## config.mk

```make
export PLATFORM = sky130hd
export DESIGN_NAME = multi_timer_table_unit
export DESIGN_NICKNAME = d
export VERILOG_FILES = /design/src/design/mtt_pkg.sv /design/src/design/mtt_ram.sv /design/src/design/mtt_out.sv /design/src/design/multi_timer_table_unit.sv
export VERILOG_INCLUDE_DIRS = /design/src /design/src/design
export SDC_FILE = /design/constraint.sdc
export NUM_CORES = 2
export LEC_CHECK = 0
export BUFFER_PORTS_ARGS = -buffer_cell sky130_fd_sc_hd__buf_2
export CORE_MARGIN = 2
export CORE_UTILIZATION = 35
export CTS_CLUSTER_SIZE = 24
export DETAILED_ROUTE_END_ITERATION = 8
export HOLD_SLACK_MARGIN = 0.02
export PLACE_DENSITY = 0.53
export SYNTH_ARGS = -nofsm -noshare
export SYNTH_HDL_FRONTEND = slang
export SYNTH_SLANG_ARGS = --single-unit
```

## constraint.sdc

```tcl
create_clock -name clk_i -period 12.8 [get_ports clk_i]
set_input_delay 0.64 -clock clk_i [delete_from_list [all_inputs] [get_ports clk_i]]
set_output_delay 0.64 -clock clk_i [all_outputs]
set_load 0.02 [all_outputs]
```

## src/design/multi_timer_table_unit_defines.svh

```systemverilog
// Assertion macros for the timer table top level
`ifndef MULTI_TIMER_TABLE_UNIT_DEFINES_SVH
`define MULTI_TIMER_TABLE_UNIT_DEFINES_SVH

`ifndef SYNTHESIS

// property holds at every clock edge outside reset
`define MTT_ASSERT(lbl, clk, rstn, prop) \
  lbl: assert property (@(posedge clk) disable iff (!(rstn)) (prop)) \
    else $error("timer table check failed");

// cause in one cycle implies effect in the next
`define MTT_ASSERT_NEXT(lbl, clk, rstn, cause, effect) \
  lbl: assert property (@(posedge clk) disable iff (!(rstn)) (cause) |=> (effect)) \
    else $error("timer table sequence check failed");

`else

`define MTT_ASSERT(lbl, clk, rstn, prop)
`define MTT_ASSERT_NEXT(lbl, clk, rstn, cause, effect)

`endif

`endif

```

## src/design/mtt_pkg.sv

```systemverilog
// Types, codes and helpers for the timer table
package mtt_pkg;

  localparam int TIME_W = 48;
  localparam int DUR_W  = 31;
  localparam int SLOT_W = 5;
  localparam int NEXT_W = 32;

  typedef enum logic [1:0] {
    ACT_ADD_ONE = 2'd0,
    ACT_ADD_PER = 2'd1,
    ACT_CANCEL  = 2'd2,
    ACT_SCAN    = 2'd3
  } action_e;

  typedef enum logic [1:0] {
    EV_FIRED  = 2'd0,
    EV_REPORT = 2'd1,
    EV_ADD    = 2'd2,
    EV_CANCEL = 2'd3
  } event_e;

  typedef enum logic [1:0] {
    ST_OK       = 2'd0,
    ST_REJECT   = 2'd1,
    ST_INACTIVE = 2'd2
  } status_e;

  localparam logic [DUR_W-1:0]  REMAIN_MAX = {DUR_W{1'b1}};
  localparam logic [NEXT_W-1:0] NONE_LEFT  = {NEXT_W{1'b1}};

  typedef struct packed {
    event_e              kind;
    logic [SLOT_W-1:0]   slot;
    status_e             status;
    logic [NEXT_W-1:0]   next;
    logic                last;
  } mtt_res_t;

  // now plus a duration, saturated at the top of the time range
  function automatic logic [TIME_W-1:0] sat_add(input logic [TIME_W-1:0] now,
                                                input logic [DUR_W-1:0]  dur);
    logic [TIME_W:0] sum;
    sum = {1'b0, now} + {{(TIME_W+1-DUR_W){1'b0}}, dur};
    return sum[TIME_W] ? {TIME_W{1'b1}} : sum[TIME_W-1:0];
  endfunction

endpackage

```

## src/design/mtt_ram.sv

```systemverilog
// Single-port-write, registered-read memory for deadlines and periods
module mtt_ram #(
  parameter int Depth = 32,
  parameter int Width = 79,
  parameter int AddrW = 5
) (
  input  logic             clk_i,
  input  logic             we_i,
  input  logic [AddrW-1:0] waddr_i,
  input  logic [Width-1:0] wdata_i,
  input  logic [AddrW-1:0] raddr_i,
  output logic [Width-1:0] rdata_o
);

  logic [Width-1:0] mem_q [Depth];
  logic [Width-1:0] rdata_q;

  always_ff @(posedge clk_i) begin
    if (we_i) begin
      mem_q[waddr_i] <= wdata_i;
    end
  end

  always_ff @(posedge clk_i) begin
    rdata_q <= mem_q[raddr_i];
  end

  assign rdata_o = rdata_q;

endmodule

```

## src/design/mtt_out.sv

```systemverilog
// Output register stage for result transfers
module mtt_out (
  input  logic              clk_i,
  input  logic              rst_ni,
  input  logic              load_i,
  input  mtt_pkg::mtt_res_t res_i,
  output logic              free_o,
  output logic              out_valid_o,
  input  logic              out_stall_i,
  output logic [1:0]        event_kind_o,
  output logic [4:0]        timer_slot_o,
  output logic [1:0]        status_o,
  output logic signed [31:0] next_timeout_ms_o,
  output logic              last_o
);
  import mtt_pkg::*;

  logic     vld_q;
  mtt_res_t res_q;

  assign free_o = !vld_q || !out_stall_i;

  always_ff @(posedge clk_i or negedge rst_ni) begin
    if (!rst_ni) begin
      vld_q <= 1'b0;
    end else if (load_i) begin
      vld_q <= 1'b1;
    end else if (!out_stall_i) begin
      vld_q <= 1'b0;
    end
  end

  always_ff @(posedge clk_i) begin
    if (load_i) begin
      res_q <= res_i;
    end
  end

  assign out_valid_o       = vld_q;
  assign event_kind_o      = res_q.kind;
  assign timer_slot_o      = res_q.slot;
  assign status_o          = res_q.status;
  assign next_timeout_ms_o = $signed(res_q.next);
  assign last_o            = res_q.last;

endmodule

```

## src/design/multi_timer_table_unit.sv

```systemverilog
// Timer table top level: sequencer over the deadline/period memory
//
// Keeps TIMER_SLOTS timers, one-shot or periodic, with deadline and period held in
// a synchronous memory and the armed flags in flip-flops. Add and cancel pass
// through S_EXEC to the output register. A scan walks the used slots in order:
// an unarmed slot is skipped in S_RD, an armed one goes through S_RD and S_EV
// (memory read, then compare, reschedule and write back), and the final report
// is sent from S_RPT. Result transfers stalled downstream hold the sequencer. A
// new input is taken only once the previous one has finished its work; its
// results may still be waiting in the output register.
module multi_timer_table_unit #(
  parameter int TIMER_SLOTS = 32
) (
  input  logic               clk_i,
  input  logic               rst_ni,
  input  logic               in_valid_i,
  output logic               in_stall_o,
  input  logic [1:0]         action_i,
  input  logic [47:0]        now_ms_i,
  input  logic [30:0]        duration_ms_i,
  input  logic [4:0]         slot_id_i,
  output logic               out_valid_o,
  input  logic               out_stall_i,
  output logic [1:0]         event_kind_o,
  output logic [4:0]         timer_slot_o,
  output logic [1:0]         status_o,
  output logic signed [31:0] next_timeout_ms_o,
  output logic               last_o
);
  import mtt_pkg::*;
  `include "multi_timer_table_unit_defines.svh"

  localparam int SW    = (TIMER_SLOTS > 1) ? $clog2(TIMER_SLOTS) : 1;
  localparam int UW    = $clog2(TIMER_SLOTS + 1);
  localparam int ENT_W = TIME_W + DUR_W;

  localparam logic [2:0] S_IDLE = 3'd0;
  localparam logic [2:0] S_EXEC = 3'd1;
  localparam logic [2:0] S_RD   = 3'd2;
  localparam logic [2:0] S_EV   = 3'd3;
  localparam logic [2:0] S_RPT  = 3'd4;

  logic [2:0]             state_q, state_d;
  action_e                act_q;
  logic [TIME_W-1:0]      now_q;
  logic [DUR_W-1:0]       dur_q;
  logic [SLOT_W-1:0]      sid_q;
  logic [UW-1:0]          used_q, used_d;
  logic [UW-1:0]          idx_q, idx_d;
  logic [TIMER_SLOTS-1:0] armed_q, armed_d;
  logic                   pend_q, pend_d;
  logic                   any_q, any_d;
  logic [DUR_W-1:0]       best_q, best_d;
  logic [TIME_W-1:0]      dl_q, dl_d;

  logic                   in_acc;
  logic                   out_free;
  logic                   out_load;
  mtt_res_t               res;
  logic                   mem_we;
  logic [SW-1:0]          mem_waddr;
  logic [ENT_W-1:0]       mem_wdata;
  logic [ENT_W-1:0]       mem_rdata;
  logic [TIME_W-1:0]      rd_dl;
  logic [DUR_W-1:0]       rd_per;
  logic [TIME_W-1:0]      diff;
  logic [DUR_W-1:0]       rem;
  logic [TIME_W-1:0]      resched;
  logic                   fire;
  logic                   full;
  logic                   sid_hit;

  assign in_stall_o = (state_q != S_IDLE);
  assign in_acc     = in_valid_i && !in_stall_o;

  assign rd_dl  = mem_rdata[ENT_W-1:DUR_W];
  assign rd_per = mem_rdata[DUR_W-1:0];

  assign diff    = dl_q - now_q;
  assign rem     = (dl_q > now_q) ? ((|diff[TIME_W-1:DUR_W]) ? REMAIN_MAX : diff[DUR_W-1:0])
                                  : '0;
  assign fire    = (now_q >= rd_dl);
  assign resched = sat_add(now_q, rd_per);
  assign full    = (used_q >= UW'(TIMER_SLOTS));
  assign sid_hit = ({1'b0, sid_q} < (SLOT_W+1)'(TIMER_SLOTS)) && armed_q[SW'(sid_q)];

  always_comb begin
    state_d   = state_q;
    used_d    = used_q;
    idx_d     = idx_q;
    armed_d   = armed_q;
    pend_d    = pend_q;
    any_d     = any_q;
    best_d    = best_q;
    dl_d      = dl_q;
    mem_we    = 1'b0;
    mem_waddr = SW'(used_q);
    mem_wdata = {sat_add(now_q, dur_q), (act_q == ACT_ADD_PER) ? dur_q : '0};
    out_load  = 1'b0;
    res       = '{kind: EV_REPORT, slot: '0, status: ST_OK, next: '0, last: 1'b1};

    case (state_q)
      S_IDLE: begin
        if (in_acc) begin
          state_d = (action_e'(action_i) == ACT_SCAN) ? S_RD : S_EXEC;
          idx_d   = '0;
          any_d   = 1'b0;
          pend_d  = 1'b0;
        end
      end
      S_EXEC: begin
        if (out_free) begin
          out_load = 1'b1;
          state_d  = S_IDLE;
          if (act_q == ACT_CANCEL) begin
            res.kind = EV_CANCEL;
            res.slot = sid_q;
            if (sid_hit) begin
              armed_d[SW'(sid_q)] = 1'b0;
            end else begin
              res.status = ST_INACTIVE;
            end
          end else begin
            res.kind = EV_ADD;
            if (full || (act_q == ACT_ADD_PER && dur_q == '0)) begin
              res.status = ST_REJECT;
            end else begin
              mem_we               = 1'b1;
              armed_d[SW'(used_q)] = 1'b1;
              used_d               = used_q + 1'b1;
              res.slot             = SLOT_W'(used_q);
            end
          end
        end
      end
      S_RD: begin
        if (pend_q) begin
          pend_d = 1'b0;
          if (!any_q || rem < best_q) begin
            best_d = rem;
            any_d  = 1'b1;
          end
        end
        if (idx_q >= used_q) begin
          state_d = S_RPT;
        end else if (!armed_q[SW'(idx_q)]) begin
          idx_d = idx_q + 1'b1;
        end else begin
          state_d = S_EV;
        end
      end
      S_EV: begin
        if (!fire || out_free) begin
          idx_d   = idx_q + 1'b1;
          state_d = S_RD;
          pend_d  = 1'b1;
          dl_d    = rd_dl;
          if (fire) begin
            out_load   = 1'b1;
            res.kind   = EV_FIRED;
            res.slot   = SLOT_W'(idx_q);
            res.last   = 1'b0;
            if (rd_per != '0) begin
              mem_we    = 1'b1;
              mem_waddr = SW'(idx_q);
              mem_wdata = {resched, rd_per};
              dl_d      = resched;
            end else begin
              armed_d[SW'(idx_q)] = 1'b0;
              pend_d              = 1'b0;
            end
          end
        end
      end
      S_RPT: begin
        if (out_free) begin
          out_load = 1'b1;
          res.next = any_q ? {1'b0, best_q} : NONE_LEFT;
          state_d  = S_IDLE;
        end
      end
      default: begin
        state_d = S_IDLE;
      end
    endcase
  end

  always_ff @(posedge clk_i or negedge rst_ni) begin
    if (!rst_ni) begin
      state_q <= S_IDLE;
      used_q  <= '0;
      idx_q   <= '0;
      armed_q <= '0;
      pend_q  <= 1'b0;
      any_q   <= 1'b0;
    end else begin
      state_q <= state_d;
      used_q  <= used_d;
      idx_q   <= idx_d;
      armed_q <= armed_d;
      pend_q  <= pend_d;
      any_q   <= any_d;
    end
  end

  always_ff @(posedge clk_i) begin
    if (in_acc) begin
      act_q <= action_e'(action_i);
      now_q <= now_ms_i;
      dur_q <= duration_ms_i;
      sid_q <= slot_id_i;
    end
    best_q <= best_d;
    dl_q   <= dl_d;
  end

  mtt_ram #(
    .Depth (TIMER_SLOTS),
    .Width (ENT_W),
    .AddrW (SW)
  ) u_ram (
    .clk_i   (clk_i),
    .we_i    (mem_we),
    .waddr_i (mem_waddr),
    .wdata_i (mem_wdata),
    .raddr_i (SW'(idx_q)),
    .rdata_o (mem_rdata)
  );

  mtt_out u_out (
    .clk_i             (clk_i),
    .rst_ni            (rst_ni),
    .load_i            (out_load),
    .res_i             (res),
    .free_o            (out_free),
    .out_valid_o       (out_valid_o),
    .out_stall_i       (out_stall_i),
    .event_kind_o      (event_kind_o),
    .timer_slot_o      (timer_slot_o),
    .status_o          (status_o),
    .next_timeout_ms_o (next_timeout_ms_o),
    .last_o            (last_o)
  );

  `MTT_ASSERT(a_used_bound, clk_i, rst_ni, used_q <= UW'(TIMER_SLOTS))
  `MTT_ASSERT(a_idx_bound, clk_i, rst_ni, (state_q == S_IDLE) || (state_q == S_EXEC) || (idx_q <= used_q))
  `MTT_ASSERT(a_we_state, clk_i, rst_ni, !mem_we || (state_q == S_EXEC) || (state_q == S_EV))
  `MTT_ASSERT(a_load_free, clk_i, rst_ni, !out_load || out_free)
  `MTT_ASSERT_NEXT(a_rpt_done, clk_i, rst_ni, (state_q == S_RPT) && out_free, state_q == S_IDLE)

endmodule

```

; ---- After elaboration in Yosys (flattened, before gate mapping)
; Memory sizes are Yosys's and may differ from the RTL's. A register that Yosys moved wholly into a read port is not among the register bits.
; Index checks and enable logic that the tools add are counted.
[totals]
ff_bits = 257
ram_bits = 2528
in_bits = 90
output_inout_bits = 44
elab_cells = 173
n_memories = 1
[op_classes]
add_sub_neg = 5
order_cmp = 11
eq_ne = 21
n_mux = 77
bitwise_logic = 7
n_reduce_logical = 33
[memory_table]
columns = name, depth, width, rd, rd_ports_with_merged_regs, wr, line_no
row1 = u_ram.mem_q, 32, 79, 1, 1, 1, mtt_ram.sv:15  ; logic [Width-1:0] mem_q [Depth];
[op_table]
columns = operator, count
row1 = 79-bit 2-to-1 mux, 4
row2 = 32-bit 2-to-1 mux, 8
row3 = 48-bit 2-to-1 mux, 4
row4 = 48-bit by 31-bit adder with 49-bit output, 2
row5 = 31-bit 2-to-1 mux, 3
row6 = 32-bit AND, 2
row7 = 32-bit inverter, 2
row8 = 32-bit case mux with 2 select lines, 1
row9 = 48-bit greater-or-equal comparator, 1
row10 = 48-bit greater-than comparator, 1
row11 = 48-bit subtractor, 1
row12 = 6-bit 2-to-1 mux, 6
row13 = 32-bit OR, 1
row14 = 31-bit logical NOT, 1
row15 = 31-bit < comparator, 1
row16 = 31-bit nonzero test, 1
row17 = 1-bit 2-to-1 mux, 25
row18 = 5-bit 2-to-1 mux, 5
row19 = 5-bit by 6-bit < comparator with 1-bit output (second input constant), 3
row20 = 2-bit != test (second input constant), 9
row21 = 6-bit case mux with 3 select lines, 1
row22 = 17-bit OR reduction, 1
row23 = 1-bit demux with 5-bit select, 3
row24 = 5-bit by 1-bit greater-or-equal comparator with 1-bit output (second input constant), 3
row25 = other kinds (32), 65

; ---- Logic depth before layout (Yosys ltp)
[depth]
word_depth = 10
mapped_depth = 28
ltp_nobuf = 26

; ---- Modules after synthesis
; Synthesis repeated with hierarchy kept, for this count alone.
[hier_totals]
hier_cells = 7042
hier_area_um2 = 118837.7
[modules_own_cells]
columns = module, instances, cells_per_inst, area_each_um2, seq_area_each_um2
row1 = mtt_ram, 1, 4635, 97658.7, 77494.3
row2 = multi_timer_table_unit, 1, 2362, 19881.6, 6180.9
row3 = mtt_out, 1, 45, 1297.5, 1286.2

; ---- Least setup slack after synthesis
; Ideal clock, no wire load.
[synth_path]
path_kind = flip-flop to flip-flop
from = reg now_q[31]
to = reg best_q[0] (enable)
setup_time_ns = 0.423
t_arrival_ns = 6.790
required_ns = 12.377
path_slack_ns = 5.587
stages_incl_launch_ff = 27
path_buffers = 2
synth_period_minus_slack_ns = 7.213
path_cell_list = edfxtp_1 > clkbuf_1 > inv_1 > ha_1 > nand2_1 > or4_1 > o22ai_1 > mux2_2 > a2111oi_2 > nand4bb_1 > nor4_2 > nand4_1 > nor4_2 > nand3_2 > buf_6 > o21a_1 > ha_1 > a21o_1 > a21o_1 > a21oi_1 > nor2b_1 > o21ai_0 > a21oi_1 > o31a_1 > o21ai_0 > nand3_1 > o21ai_1
[synth_via]
elab_chain_cells = 7
[synth_lines]
columns = item, line_no
row1 = "start, declared", multi_timer_table_unit.sv:45  ; logic [TIME_W-1:0] now_q;
row2 = "start signal, assigned", multi_timer_table_unit.sv:209  ; now_q <= now_ms_i;
row3 = 48-bit subtractor, multi_timer_table_unit.sv:79  ; assign diff = dl_q - now_q;
row4 = 17-bit OR reduction, multi_timer_table_unit.sv:80  ; assign rem = (dl_q > now_q) ? ((|diff[TIME_W-1:DUR_W]) ? REMAIN_MAX : diff[DUR_W-1:0])
row5 = 31-bit 2-to-1 mux, multi_timer_table_unit.sv:80
row6 = 31-bit 2-to-1 mux *, multi_timer_table_unit.sv:80
row7 = net rem[8], multi_timer_table_unit.sv:67  ; logic [DUR_W-1:0] rem;
row8 = 31-bit < comparator *, multi_timer_table_unit.sv:139  ; if (!any_q || rem < best_q) begin
row9 = 1-bit logical OR *, multi_timer_table_unit.sv:139
row10 = 3-bit AND reduction (no line) *, --
row11 = "end signal, assigned", multi_timer_table_unit.sv:213  ; best_q <= best_d;
row12 = "end, declared", multi_timer_table_unit.sv:53  ; logic [DUR_W-1:0] best_q, best_d;
; Mark *: on every way through the listed nets, which the timed path passes. The rest lies on a longest branch.
; A chain may end at the register's enable or synchronous reset.

; ---- Worst setup path in the final report
[layout_path]
from = reg now_q[31]
to = reg best_q[24] (enable)
; The elaborated chain is that of the path after synthesis.

==> summary.md <==
| Metric | Value |
|---|---|
| Run status | `completed` |
| Final worst-path cycle share | `0.671` |
| RSZ-0062 raised after global routing | `no` |
| Residual DRC | `0` |
| Postcts setup bufs | `0` |
| Crit Path Max Fanout | `30` |
| Vias | `66,900` |
| Share of post-route cells with drive strength above 1 | `0.220` |
| Routed length per instance | `32.6 um` |
| Worst R2R Setup Slack | `4.21 ns` |
| Syn nets | `6,733` |
| H-tree depth | `5` |
| Pre-Repair DR Iteration Count | `5` |
| Commonest non-fill, non-tap cell in the layout | `edfxtp_1` |
| FF-to-FF End | `best_q[24]` |
| Inserted Clock Buffers | `309` |
| Worst min path class | `input pin to flip-flop` |
| CP cell instances | `inv_1 -> ha_1 -> nand4_1 -> nor3b_1 -> o32ai_1 -> a2111oi_2 -> nand4bb_1 -> nor4_2 -> nand4_1 -> nor4_2 -> nand3_2 -> o21a_1 -> ha_1 -> a21o_1 -> a21o_1 -> a21oi_1 -> nor2b_1 -> o21ai_0 -> a21oi_1 -> o31a_1 -> o21ai_0 -> nand3_1 -> o21ai_2 -> buf_4` |
| Num rows | `213` |
| CTS sink cnt | `2,864` |
| Post-route setup slack | `4.21 ns` |
| IO Pins | `134` |
| FF+latch count, synth | `2,864` |
| WL met1 | `170 mm` |
| Die height | `584 um` |
| Port Buffer Count | `133` |
| Initial Util | `0.351` |
| Core area | `336,000 um^2` |
| Skew final | `0.0672 ns` |
| Drt initial violations | `8,696` |
| Setup TNS | `0 ns` |
| Die W | `584 um` |
| Initial antenna violation count | `32` |
| Grt ovf | `0` |
| Worst R2R Path Depth | `24` |
| Met3 wire length | `28.1 mm` |
| Hold Vio Cnt, Final | `0` |
| Sequential area share after synthesis | `0.721` |
| Critical path class | `flip-flop to flip-flop` |
| F_max | `116 MHz` |
| Maximum vdd ir drop | `0.108 mV` |
| Synth warn | `0` |
| Data arrival, critical path | `9.19 ns` |
| Pins over their slew limit | `0` |
| Crit-path slowest cell | `nor3b_1` |
| Vias per cell | `5.81` |
| Dominant cells by area after synthesis | `edfxtp_1 70%, mux4_2 12%, ha_1 2.1%` |
| Worst setup EP type | `flip-flop` |
| Crit path required time | `13.40 ns` |
| Non-filler instance count after layout | `11,500` |
| Routed Antenna Nets | `0` |
| Max_cap viols | `0` |
| Worst min-delay path startpoint | `now_ms_i[34]` |
| First-pass GRT wire length | `520 mm` |
| Met2 wire len | `169 mm` |
| CP peak stage delay | `0.98 ns` |
| Reg2reg start | `now_q[31]` |
| Clock Latency Late Sink | `0.94 ns` |
| Global-route usage over all layers | `0.216` |
| Pre-CTS setup slack | `4.28 ns` |
| Most frequent cells in the layout | `2,735 x edfxtp_1, 649 x mux4_2, 311 x clkbuf_16` |
| Die area | `341,000 um^2` |
| Pin count of the biggest net entering global routing | `110` |
| Final setup vio count | `0` |
| Cell Area, Synth | `118,000 um^2` |
| Worst slew pin tran | `1.37 ns` |
| CTS max path bufs | `4` |
| TritonCTS clock tree | `yes` |
| Fin crit period | `8.59 ns` |
| Startpoint Class | `flip-flop` |
| Final Util | `0.404` |
| FFs w/ async S/R, synth | `0.0175` |
| Final Total Pwr | `0.0261 W` |
| Post-Place Cells | `10,900` |
| Max_slew headroom | `0.0836` |
| Leakage | `44.8 nW` |
| Distinct cells, synth | `85` |
| Final #Nets | `7,148` |
| Final HPWL from detailed placement | `223 mm` |
| Max layer used | `met5` |
| Placer Congestion | `0.915` |
| Number of synthesized flops with an enable pin | `2,735` |
| CTS clk-pin slew, worst paths | `0.06 ns` |
| Vias in the first global route | `65,100` |
| Syn Inst Count | `6,438` |
| Post-synthesis area per instance | `18.3 um^2` |
| Routed WL | `376 mm` |
| Leading area contributor after synthesis | `edfxtp_1` |
| Synth top area share | `0.697` |
| CTS root buffer | `clkbuf_16` |
| Worst hold endpoint | `now_q[34]` |
| P&R area growth vs syn | `15.3%` |
| Hold depth | `1` |
| PD cells | `192 nW/um^2` |
| Top_reg_cell synth | `edfxtp_1` |
## per-stage QoR
step	hold slack, ns	cell area [um^2]
CTS	0.0234	136000
floorplan	0.344	118000
global placement	0.526	125000
global route	0.0671	136000
detailed placement	0.540	125000
finish	0.114	136000
## worst max-delay path by stage
stage	to	slack (ns)	from	cells past startpoint
2_1_floorplan	best_q[0]	5.59	now_q[31]	26
3_3_place_gp	best_q[10]	4.23	now_q[36]	25
3_5_place_dp	best_q[10]	4.28	now_q[31]	24
4_1_cts	best_q[24]	4.28	now_q[31]	24
5_1_grt	best_q[24]	3.66	now_q[31]	24
6_report	best_q[24]	4.21	now_q[31]	24
## cells in the mapped netlist, types with 13 or more instances
library cell	count
a21boi_0	17
nor3_1	54
a221oi_1	14
and2_1	18
dfxtp_1	79
a22oi_1	114
a21o_1	101
a211oi_1	21
o221ai_1	13
clkbuf_1	194
nand2_1	290
mux2i_1	171
xnor2_1	69
buf_1	104
a21oi_1	304
o21ai_0	189
buf_2	15
o311ai_0	38
edfxtp_1	2735
nand4_1	68
inv_1	172
and4_1	14
a22o_1	14
xor2_1	37
o21a_1	58
nand3_1	64
o22ai_1	15
ha_1	202
nor4_1	30
nand2b_1	25
mux4_2	649
a31oi_1	33
nor2b_1	25
nor2_1	250
dfrtp_1	50
## repair_timing
| action | CTS | global route |
|---|---|---|
| hold endpoints to repair | 130 | 0 |
| hold buffers | 80 | 0 |
| gates resized for setup | 0 | 0 |
## power by group
group	total, W	internal [W]	switching [W]
registers	0.0119	0.0116	0.000327
logic	0.00540	0.00188	0.00353
clock network	0.00882	0.00508	0.00373
total	0.0261	0.0185	0.00759
## critical path: cells and delay by family (launching register included)
| family | cells | cell delay [ns] |
|---|---|---|
| simple gates | 9 | 3.14 |
| buf+inv | 2 | 0.58 |
| flops | 1 | 0.59 |
| compound gates | 11 | 3.15 |
| fa+ha+maj | 2 | 0.80 |
## routing by layer
layer | up-vias | track usage
li1 | 27100 | -
met5 | - | 0
met4 | 2 | 0.0525
met2 | 2929 | 0.327
met1 | 36300 | 0.329
met3 | 499 | 0.0299
## kinds of logic after synthesis
kind of cell,count (synthesis),synth area share
AOI/OAI and AO/OA,1052,0.0581
xor gates and xnor gates,106,0.00788
adders and majority gates,205,0.0220
buffers and inverters,491,0.0160
DFF,2864,0.721
muxes,828,0.139
and+or+nand+nor,892,0.0353
## sequential cells by signal, summed over array words and instances (netlist names), 6 cells and up
register                 count
dur_q                       31
now_q                       48
dl_q                        48
u_ram.mem_q               2528
idx_q                        6
u_out.next_timeout_ms_o     32
armed_q                     32
best_q                      31
u_ram.rdata_o               79
used_q                       6
## area by class of cell
class / count / area (um^2)
Clock buffer: 421 / 8420
Fill cell: 30200 / 200000
Multi-Input combinational cell: 3083 / 31500
Tap cell: 4407 / 5510
Inverter: 174 / 666
Antenna cell: 8 / 20.0
Clock inverter: 137 / 1500
Sequential cell: 2864 / 85000
Timing Repair Buffer: 421 / 3180
(Power assumes the default switching activity.)
